$ cat src/hdl/c2rtc_pkg.sv
// Shared types, constants and the byte encoder for the calendar to RTC
// register converter. No dependencies.
`default_nettype none

package c2rtc_pkg;

  localparam int unsigned FieldW   = 8;
  localparam int unsigned YearW    = 14;
  localparam int unsigned CfgIdxW  = 2;
  localparam int unsigned CfgDataW = 1;

  // Register indexes on the configuration port.
  localparam logic [CfgIdxW-1:0] REG_TWENTY_FOUR_HOUR = 2'd0;
  localparam logic [CfgIdxW-1:0] REG_BINARY           = 2'd1;
  localparam logic [CfgIdxW-1:0] REG_CENTURY          = 2'd2;

  localparam logic [FieldW-1:0] HOUR_MAX    = 8'd23;
  localparam logic [FieldW-1:0] MINSEC_MAX  = 8'd59;
  localparam logic [FieldW-1:0] DAY_MAX     = 8'd31;
  localparam logic [FieldW-1:0] MONTH_MAX   = 8'd12;
  localparam logic [FieldW-1:0] WEEKDAY_MAX = 8'd7;
  localparam logic [FieldW-1:0] HOUR_NOON   = 8'd12;
  localparam logic [YearW-1:0]  YEAR_MAX    = 14'd9999;
  localparam logic [FieldW-1:0] PM_FLAG     = 8'h80;

  // floor(y / 100) == (y * 5243) >> 19 for every 14-bit y.
  localparam int unsigned       CentShift = 19;
  localparam logic [12:0]       CentRecip = 13'd5243;

  typedef struct packed {
    logic twenty_four_hour;
    logic binary;
    logic century;
  } c2rtc_cfg_t;

  // Packs a value below 100 as two BCD digits, or passes it through in
  // binary mode. floor(v / 10) == (v * 205) >> 11 for every 8-bit v.
  function automatic logic [FieldW-1:0] encode_byte(input logic [FieldW-1:0] v,
                                                    input logic binary);
    logic [15:0] prod;
    logic [4:0]  tens;
    logic [7:0]  units;
    prod  = {8'd0, v} * 16'd205;
    tens  = prod[15:11];
    units = v - ({3'd0, tens} * 8'd10);
    if (binary) begin
      encode_byte = v;
    end else begin
      encode_byte = {tens[3:0], units[3:0]};
    end
  endfunction

endpackage

`default_nettype wire

$ cat src/hdl/calendar_to_rtc_registers.sv
// Calendar to RTC register converter: checks one calendar time and packs it
// into MC146818-style register bytes. Depends on c2rtc_pkg.
//
//  Channel   Direction  Handshake                    Payload
//  in        sink       in_valid_i / in_ready_o      hour .. weekday, full_year
//  out       source     out_valid_o / out_ready_i    status, bytes, century_write
//  cfg       sink       cfg_we_i (no wait)           cfg_index_i, cfg_data_i
//
// Two stages: a request is captured in the input register, then converted
// into the result register, so one request can be taken every cycle while
// the result is not stalled. The depth is set by the year split multiplier
// and the BCD packing between the two registers.
// Reset clears the valid flags and the three mode bits.
// A stalled result holds the result register; the input register keeps
// taking requests until both stages are full.
`default_nettype none

module calendar_to_rtc_registers (
  input  wire logic                           clk_i,
  input  wire logic                           rst_ni,
  input  wire logic                           cfg_we_i,
  input  wire logic [c2rtc_pkg::CfgIdxW-1:0]  cfg_index_i,
  input  wire logic [c2rtc_pkg::CfgDataW-1:0] cfg_data_i,
  input  wire logic                           in_valid_i,
  output logic                                in_ready_o,
  input  wire logic [c2rtc_pkg::FieldW-1:0]   hour_i,
  input  wire logic [c2rtc_pkg::FieldW-1:0]   minute_i,
  input  wire logic [c2rtc_pkg::FieldW-1:0]   second_i,
  input  wire logic [c2rtc_pkg::FieldW-1:0]   day_i,
  input  wire logic [c2rtc_pkg::FieldW-1:0]   month_i,
  input  wire logic [c2rtc_pkg::YearW-1:0]    full_year_i,
  input  wire logic [c2rtc_pkg::FieldW-1:0]   weekday_i,
  output logic                                out_valid_o,
  input  wire logic                           out_ready_i,
  output logic                                status_o,
  output logic [c2rtc_pkg::FieldW-1:0]        hour_byte_o,
  output logic [c2rtc_pkg::FieldW-1:0]        minute_byte_o,
  output logic [c2rtc_pkg::FieldW-1:0]        second_byte_o,
  output logic [c2rtc_pkg::FieldW-1:0]        day_byte_o,
  output logic [c2rtc_pkg::FieldW-1:0]        month_byte_o,
  output logic [c2rtc_pkg::FieldW-1:0]        year_byte_o,
  output logic [c2rtc_pkg::FieldW-1:0]        weekday_byte_o,
  output logic [c2rtc_pkg::FieldW-1:0]        century_byte_o,
  output logic                                century_write_o
);
  import c2rtc_pkg::*;

  c2rtc_cfg_t cfg_q;

  logic              s1_valid_q;
  logic [FieldW-1:0] s1_hour_q, s1_minute_q, s1_second_q, s1_day_q;
  logic [FieldW-1:0] s1_month_q, s1_weekday_q;
  logic [YearW-1:0]  s1_year_q;

  logic              out_valid_q;
  logic              status_q, century_write_q;
  logic [FieldW-1:0] hour_byte_q, minute_byte_q, second_byte_q, day_byte_q;
  logic [FieldW-1:0] month_byte_q, year_byte_q, weekday_byte_q, century_byte_q;

  logic              s1_advance;
  logic              in_accept;
  logic              bad;
  logic              pm;
  logic [FieldW-1:0] hour12;
  logic [26:0]       cent_prod;
  logic [7:0]        century;
  logic [YearW-1:0]  cent_x100;
  logic [YearW-1:0]  year_lo;

  logic              status_d, century_write_d;
  logic [FieldW-1:0] hour_byte_d, minute_byte_d, second_byte_d, day_byte_d;
  logic [FieldW-1:0] month_byte_d, year_byte_d, weekday_byte_d, century_byte_d;

  assign s1_advance = s1_valid_q && (!out_valid_q || out_ready_i);
  assign in_ready_o = !s1_valid_q || s1_advance;
  assign in_accept  = in_valid_i && in_ready_o;

  always_ff @(posedge clk_i or negedge rst_ni) begin
    if (!rst_ni) begin
      cfg_q <= '0;
    end else if (cfg_we_i) begin
      case (cfg_index_i)
        REG_TWENTY_FOUR_HOUR: cfg_q.twenty_four_hour <= cfg_data_i[0];
        REG_BINARY:           cfg_q.binary           <= cfg_data_i[0];
        REG_CENTURY:          cfg_q.century          <= cfg_data_i[0];
        default: ;
      endcase
    end
  end

  always_ff @(posedge clk_i or negedge rst_ni) begin
    if (!rst_ni) begin
      s1_valid_q <= 1'b0;
    end else if (in_ready_o) begin
      s1_valid_q <= in_valid_i;
    end
  end

  always_ff @(posedge clk_i) begin
    if (in_accept) begin
      s1_hour_q    <= hour_i;
      s1_minute_q  <= minute_i;
      s1_second_q  <= second_i;
      s1_day_q     <= day_i;
      s1_month_q   <= month_i;
      s1_year_q    <= full_year_i;
      s1_weekday_q <= weekday_i;
    end
  end

  always_comb begin
    bad = (s1_hour_q > HOUR_MAX) || (s1_minute_q > MINSEC_MAX) ||
          (s1_second_q > MINSEC_MAX) || (s1_day_q == '0) || (s1_day_q > DAY_MAX) ||
          (s1_month_q == '0) || (s1_month_q > MONTH_MAX) ||
          (s1_weekday_q == '0) || (s1_weekday_q > WEEKDAY_MAX) ||
          (s1_year_q > YEAR_MAX);

    // Century by reciprocal multiply; the remainder uses shift-adds for x100.
    cent_prod = {13'd0, s1_year_q} * {14'd0, CentRecip};
    century   = cent_prod[CentShift+7:CentShift];
    cent_x100 = {century[7:0], 6'd0} + {1'b0, century[7:0], 5'd0} +
                {4'd0, century[7:0], 2'd0};
    year_lo   = s1_year_q - cent_x100;

    pm = s1_hour_q >= HOUR_NOON;
    if (s1_hour_q == '0) begin
      hour12 = HOUR_NOON;
    end else if (s1_hour_q > HOUR_NOON) begin
      hour12 = s1_hour_q - HOUR_NOON;
    end else begin
      hour12 = s1_hour_q;
    end

    status_d        = bad;
    hour_byte_d     = '0;
    minute_byte_d   = '0;
    second_byte_d   = '0;
    day_byte_d      = '0;
    month_byte_d    = '0;
    year_byte_d     = '0;
    weekday_byte_d  = '0;
    century_byte_d  = '0;
    century_write_d = 1'b0;
    if (!bad) begin
      if (cfg_q.twenty_four_hour) begin
        hour_byte_d = encode_byte(s1_hour_q, cfg_q.binary);
      end else begin
        // The PM flag goes in after packing, so it survives BCD mode.
        hour_byte_d = encode_byte(hour12, cfg_q.binary) | (pm ? PM_FLAG : '0);
      end
      minute_byte_d  = encode_byte(s1_minute_q, cfg_q.binary);
      second_byte_d  = encode_byte(s1_second_q, cfg_q.binary);
      day_byte_d     = encode_byte(s1_day_q, cfg_q.binary);
      month_byte_d   = encode_byte(s1_month_q, cfg_q.binary);
      year_byte_d    = encode_byte(year_lo[FieldW-1:0], cfg_q.binary);
      weekday_byte_d = encode_byte(s1_weekday_q, cfg_q.binary);
      if (cfg_q.century) begin
        century_byte_d  = encode_byte(century, cfg_q.binary);
        century_write_d = 1'b1;
      end
    end
  end

  always_ff @(posedge clk_i or negedge rst_ni) begin
    if (!rst_ni) begin
      out_valid_q <= 1'b0;
    end else if (!out_valid_q || out_ready_i) begin
      out_valid_q <= s1_valid_q;
    end
  end

  always_ff @(posedge clk_i) begin
    if (s1_advance) begin
      status_q        <= status_d;
      hour_byte_q     <= hour_byte_d;
      minute_byte_q   <= minute_byte_d;
      second_byte_q   <= second_byte_d;
      day_byte_q      <= day_byte_d;
      month_byte_q    <= month_byte_d;
      year_byte_q     <= year_byte_d;
      weekday_byte_q  <= weekday_byte_d;
      century_byte_q  <= century_byte_d;
      century_write_q <= century_write_d;
    end
  end

  assign out_valid_o     = out_valid_q;
  assign status_o        = status_q;
  assign hour_byte_o     = hour_byte_q;
  assign minute_byte_o   = minute_byte_q;
  assign second_byte_o   = second_byte_q;
  assign day_byte_o      = day_byte_q;
  assign month_byte_o    = month_byte_q;
  assign year_byte_o     = year_byte_q;
  assign weekday_byte_o  = weekday_byte_q;
  assign century_byte_o  = century_byte_q;
  assign century_write_o = century_write_q;

  // An invalid request carries only its status bit.
  a_invalid_zero: assert property (@(posedge clk_i) disable iff (!rst_ni)
    out_valid_o && status_o |-> hour_byte_o == '0 && century_write_o == 1'b0 &&
                                century_byte_o == '0)
    else $error("invalid request produced non-zero register bytes");

  // Back-pressure reaches the input only when both stages hold a request.
  a_ready_full: assert property (@(posedge clk_i) disable iff (!rst_ni)
    !in_ready_o |-> s1_valid_q && out_valid_q && !out_ready_i)
    else $error("input stalled with a free stage");

  // An accepted request always lands in the input register.
  a_accept_lands: assert property (@(posedge clk_i) disable iff (!rst_ni)
    in_valid_i && in_ready_o |=> s1_valid_q)
    else $error("accepted request lost");

endmodule

`default_nettype wire
$ cat config.mk
export PLATFORM = sky130hd
export DESIGN_NAME = calendar_to_rtc_registers
export DESIGN_NICKNAME = d
export VERILOG_FILES = /design/src/hdl/c2rtc_pkg.sv /design/src/hdl/calendar_to_rtc_registers.sv
export SDC_FILE = /design/constraint.sdc
export NUM_CORES = 1
export LEC_CHECK = 0
export ABC_AREA = 1
export BUFFER_PORTS_ARGS = -buffer_cell sky130_fd_sc_hd__buf_4
export CAP_MARGIN = 20
export CELL_PAD_IN_SITES_DETAIL_PLACEMENT = 0
export CELL_PAD_IN_SITES_GLOBAL_PLACEMENT = 1
export CORE_MARGIN = 2
export CORE_UTILIZATION = 42
export DETAILED_ROUTE_END_ITERATION = 8
export PLACE_DENSITY_LB_ADDON = 0.1
export SYNTH_ARGS = -nofsm -noshare
export SYNTH_HDL_FRONTEND = slang
export SYNTH_SLANG_ARGS = --single-unit
$ cat constraint.sdc
create_clock -name clk_i -period 14.6 [get_ports clk_i]
set_input_delay 0 -clock clk_i [delete_from_list [all_inputs] [get_ports clk_i]]
set_output_delay 0 -clock clk_i [all_outputs]
set_load 0.03 [all_outputs]
==> impl_metrics.toml, run 1 <==
[critical_path]
critical_path.most_common_cell = "inv_1"
worst_setup_path_start_kind = "flop"
crit_start = "s1_year_q[4]"
critPathMaxStageDelay_ns = 0.56
worst-path-buf-inv = 11
worstReg2RegEnd = "year_byte_o[3]"
r2r_setup_slack_ns = 3.71
endpoint_kind = "flop"
crit_type = "reg -> reg"
crit_arrival_ns = 11.12
cp_top_family = "adder cells"
worst-path-stages = 47
path_max_fanout = 5
crit_end = "year_byte_o[3]"
critPathRequiredTime_ns = 14.83
rr_startpoint = "s1_year_q[4]"
r2r.worst_path.cells = 47
crit_slowest_cell = "fa_1"

[clocking]
cts_buffers = 17
clk_latency_ns = 0.48
cts_tree = "done"
htree_levels = 4
path_clk_slew_ns = 0.06
cts.sinks = 133
clockRootBuffer = "clkbuf_16"
postCtsSetupBuffers = 0
clock_path_buffers = 2

[timing]
max_freq_ghz = 0.0918
slew_violations = 0
final.period_utilization_pct = 74.6
relSlewSlack_pct = 31.2
fin_tns_setup_ns = 0
fin_skew_ns = 0.0214
period_minus_slack_ns = 10.89
rsz0062_at_grt = "false"
worst_pin_slew_ns = 1.03
finalHoldViolCount = 0
setup_viol = 0

[placed_design]
gp_congestion = 0.862
port_buffers = 137
dp_hpwl_um = 37200

[floorplanning]
die_h_um = 220
dieArea_um2 = 48500
fp.coreArea_um2 = 46400
rows = 79
initial_core_util_pct = 42.4
boundaryPins = 138
chipWidth_um = 220

[logic_synthesis]
synth_area_leaders = "ha_1 (32%), edfxtp_1 (20%), fa_1 (18%), inv_1 (11%), nand2_1 (4.3%)"
ys.flop_type = "edfxtp_1"
synth_edf_count = 128
synth_top_area_share_pct = 32.2
syn_inst = 2107
seq_area_frac_synth_pct = 20.2
synth_area_um2 = 19600
synth_seq_cells = 133
synth.top_cells.by_count = "inv_1 (562), ha_1 (505), nand2_1 (227)"
yosysWarningCount = 0
syn-num-nets = 2854
yosys.area.top_type = "ha_1"
syn_avg_cell_area_um2 = 9.32
yosysMostFrequentCell = "inv_1"
synthArstFlopShare_pct = 3.76
synthDistinctLibCells = 48

[layout]
areaGrowthSynthToFinish_pct = 15.6
largest_reg_flops = 14
num-fill-cells = 4436
fin_nets = 3071
largest_register = "s1_year_q"
antenna_cells = 0
drive_above_1_share_pct = 8.81

[global_routing]
gr-total-overflow = 0
antenna_found_initial = 0
first_global_vias = 14800
grt_max_degree = 89
grt_pass1_wl_um = 75400
grt_util_all_layers_pct = 20.1

[route]
dr.pass1.iters = 4
drt_iter0_drc = 510
wire_per_inst_um = 15.4
postRouteAntennaNets = 0
vias_per_cell = 4.76
vias = 14000
route.detailed.drc = 0
routed_wl_um = 45500

[worst_hold_path]
hold_path_depth = 2
hp-class = "in -> reg"

[job]
drv_cap = 0

[status]
status = "finished clean"
what timing repair did:
item,4_1_cts,5_1_grt
gates resized for setup,0,0
hold buffers,74,0
endpoints found under the hold margin,72,0
layout make-up:
cell class,count,area (um2),area share (%)
Clock inverter,9,106,0.468
Inverter,564,2120,9.32
Clock buffer,23,448,1.97
Sequential cell,133,3970,17.5
Multi-Input combinational cell,1391,13500,59.4
Timing Repair Buffer,217,1810,7.99
Tap cell,607,759,3.34
metal layers:
layer | part of all wire (%) | wire length, um | track usage [%]
met1 | 48 | 21700 | 27.1
met2 | 49 | 22200 | 34.6
met3 | 2.6 | 1190 | 2.65
met4 | 0.93 | 423 | 3.89
met5 | 0 | 0 | 0
cell families (layout without fill, tap and decap cells):
group | count (synthesis) | after routing | share of synthesized area (%)
AOI/OAI and AO/OA | 217 | 217 | 6.13
xor gates and xnor gates | 75 | 75 | 3.42
adders and majority gates | 677 | 677 | 49.7
buffers and inverters | 583 | 813 | 11.2
DFF | 133 | 133 | 20.2
and+or+nand+nor | 422 | 422 | 9.39
metrics by stage:
stage	hold slack, ns	instance area (um2)	instances	util [%]	setup slack, ns
floorplan	-0.296	19600	2107	-	4.50
detailed placement	-0.194	21400	2838	46.2	3.65
CTS	0.191	22700	2944	49.0	3.63
global route	0.224	22700	2944	49.0	2.64
finish	0.242	22700	2944	49.0	3.71
global placement	-0.195	21400	2838	46.2	3.82
worst min-delay path by stage:
stage,start,to
floorplan,rst_ni,cfg_q[0]
global placement,rst_ni,out_valid_o
detailed placement,rst_ni,out_valid_o
CTS,hour_i[7],s1_hour_q[7]
global route,hour_i[5],s1_hour_q[5]
finish,weekday_i[4],s1_weekday_q[4]
layout by cell type, fill, tap and decap left out, types with 32 or more instances in the layout:
cell type / Yosys / layout
ha_1: 505 / 505
nand2_1: 227 / 226
dlygate4sd3_1: 0 / 74
nand3_1: 57 / 57
inv_1: 562 / 561
xor2_1: 32 / 32
a21oi_1: 118 / 117
buf_4: 1 / 143
fa_1: 172 / 172
xnor2_1: 41 / 41
nor2_1: 79 / 79
edfxtp_1: 128 / 128
o21ai_0: 51 / 51
Power of run 1 is not shown: default switching activity piles up to over one toggle a cycle in this logic, so the estimate is an artifact.
==> run 2: changes to the inputs <==
==> constraint.sdc (replaced) <==
create_clock -name clk_i -period 11.4 [get_ports clk_i]
set_input_delay 0 -clock clk_i [delete_from_list [all_inputs] [get_ports clk_i]]
set_output_delay 0 -clock clk_i [all_outputs]
set_load 0.03 [all_outputs]
==> run 2 against run 1 <==
  * Worst hold slack worse by 0.014 ns
  * Critical path depth stayed put
  * Sequential share of layout area shrank 0.16 points
  * Clock skew down 0.0055 ns
  * Critical path type unchanged
  * Register-to-register slack got worse by 2.9 ns
  * Flip-flop and latch count unchanged
==> impl_metrics.toml, run 2 (same netlist as run 1, synthesis figures left out) <==
[floorplanning]
initial_core_util_pct = 42.4
fp.coreArea_um2 = 46400
boundaryPins = 138
dieArea_um2 = 48500
rows = 79
die_h_um = 220
chipWidth_um = 220

[timing]
fin_skew_ns = 0.0159
max_freq_ghz = 0.0942
timing.hold.ws_ns = 0.228
finalHoldViolCount = 0
setup_viol = 0
rsz0062_at_grt = "false"
period_minus_slack_ns = 10.62
fin_tns_setup_ns = 0
relSlewSlack_pct = 32.3
final.period_utilization_pct = 93.1
slew_violations = 0
worst_pin_slew_ns = 1.02

[global_routing]
grt_pass1_wl_um = 75300
grt_util_all_layers_pct = 20.2
antenna_found_initial = 0
grtUsageMet2_pct = 33.6
busiest_layer = "met2"
first_global_vias = 14700
grt_max_degree = 67
gr-total-overflow = 0
grt_use_met3_pct = 3.08
met1_usage_pct = 26.9

[layout]
final_cell_mix = "inv_1 (559), ha_1 (505), nand2_1 (224), fa_1 (171), buf_4 (160)"
drive_above_1_share_pct = 10.2
final_util_pct = 49.5
largest_reg_flops = 14
layout_commonest_cell = "inv_1"
largest_register = "s1_year_q"
fin_nets = 3089
num-fill-cells = 4396
antenna_cells = 0
areaGrowthSynthToFinish_pct = 16.7

[route]
drt_iter0_drc = 467
routed_wl_um = 45900
vias_per_cell = 4.77
wire_per_inst_um = 15.5
postRouteAntennaNets = 0
route.detailed.drc = 0
dr.pass1.iters = 6
vias = 14100

[clocking]
cts.sinks = 133
clock_path_buffers = 2
clockRootBuffer = "clkbuf_16"
htree_levels = 4
clk_latency_ns = 0.50
cts_tree = "done"
path_clk_slew_ns = 0.07
cts_buffers = 17

[critical_path]
endpoint_kind = "flop"
critPathMaxStageDelay_ns = 0.54
crit_arrival_ns = 10.86
critPathRequiredTime_ns = 11.65
path_max_fanout = 8
worst_setup_path_start_kind = "flop"
crit_type = "reg -> reg"
critical_path.most_common_cell = "inv_1"
crit_slowest_cell = "edfxtp_1"

[status]
status = "finished clean"

[placed_design]
dp_hpwl_um = 37200
port_buffers = 137
gp_congestion = 0.853

[job]
drv_cap = 0

[worst_hold_path]
hp-class = "in -> reg"
[run 2: changes by cell type in the layout (fill, tap and decap cells not counted), sizes merged]
cell         change
clkbuf           -5
clkinvlp         -1
dlygate4sd3      +1
clkinv           +3
inv              +3
buf             +17
[run 2: worst paths after layout]
| kind | end | start | cells after the start | slack [ns] |
|---|---|---|---|---|
| worst max-delay path | year_byte_o[3] | s1_year_q[11] | 47 | 0.78 |
| worst min-delay path | s1_weekday_q[0] | weekday_i[0] | 2 | 0.23 |
| worst max register to register | year_byte_o[3] | s1_year_q[11] | 47 | 0.78 |
| worst min register to register | out_valid_o | s1_valid_q | 2 | 0.54 |
| max in group asynchronous | out_valid_o | rst_ni | 3 | 10.76 |
| min in group asynchronous | cfg_q[1] | rst_ni | 3 | 0.43 |
[run 2: layer usage]
metal,vias to the layer above,wire length (um),share of wire [%]
met1,6704,21900,48
met5,-,0,0
li1,7201,-,-
met3,38,1360,3.0
met4,0,1000,2.2
met2,172,21600,47
[run 2: layout make-up]
| cell class | instances | area [um2] | area share (%) |
|---|---|---|---|
| Inverter | 564 | 2120 | 9.23 |
| Multi-Input combinational cell | 1391 | 13500 | 59.1 |
| Clock inverter | 14 | 153 | 0.666 |
| Sequential cell | 133 | 3970 | 17.3 |
| Timing Repair Buffer | 235 | 1950 | 8.51 |
| Clock buffer | 18 | 429 | 1.87 |
| Tap cell | 607 | 759 | 3.31 |
[run 2: critical path, delay by kind of cell, from the launching register on]
kind	cells	cell delay, ns
XOR/XNOR	3	0.50
buffers and inverters	13	1.02
flip-flops	1	0.54
AND/OR/NAND/NOR	12	1.45
adder cells (fa/ha/maj)	16	6.42
AO/OA/AOI/OAI	3	0.43
[run 2: through the flow]
step           setup slack (ns)  std cells  cell area, um2
3_3_place_gp              0.714       2839           21400
6_report                  0.783       2962           22900
3_5_place_dp              0.618       2839           21400
2_1_floorplan              1.30       2107           19600
4_1_cts                   0.583       2946           22800
5_1_grt                  0.0319       2962           22900
[run 2: what timing repair did]
action                                  CTS  global route
buffers inserted                          0            16
hold buffers                             75             0
gates resized for setup                   0            13
endpoints found under the setup margin    0             2
endpoints found under the hold margin    72             0
Power of run 2 is left out for the same reason.
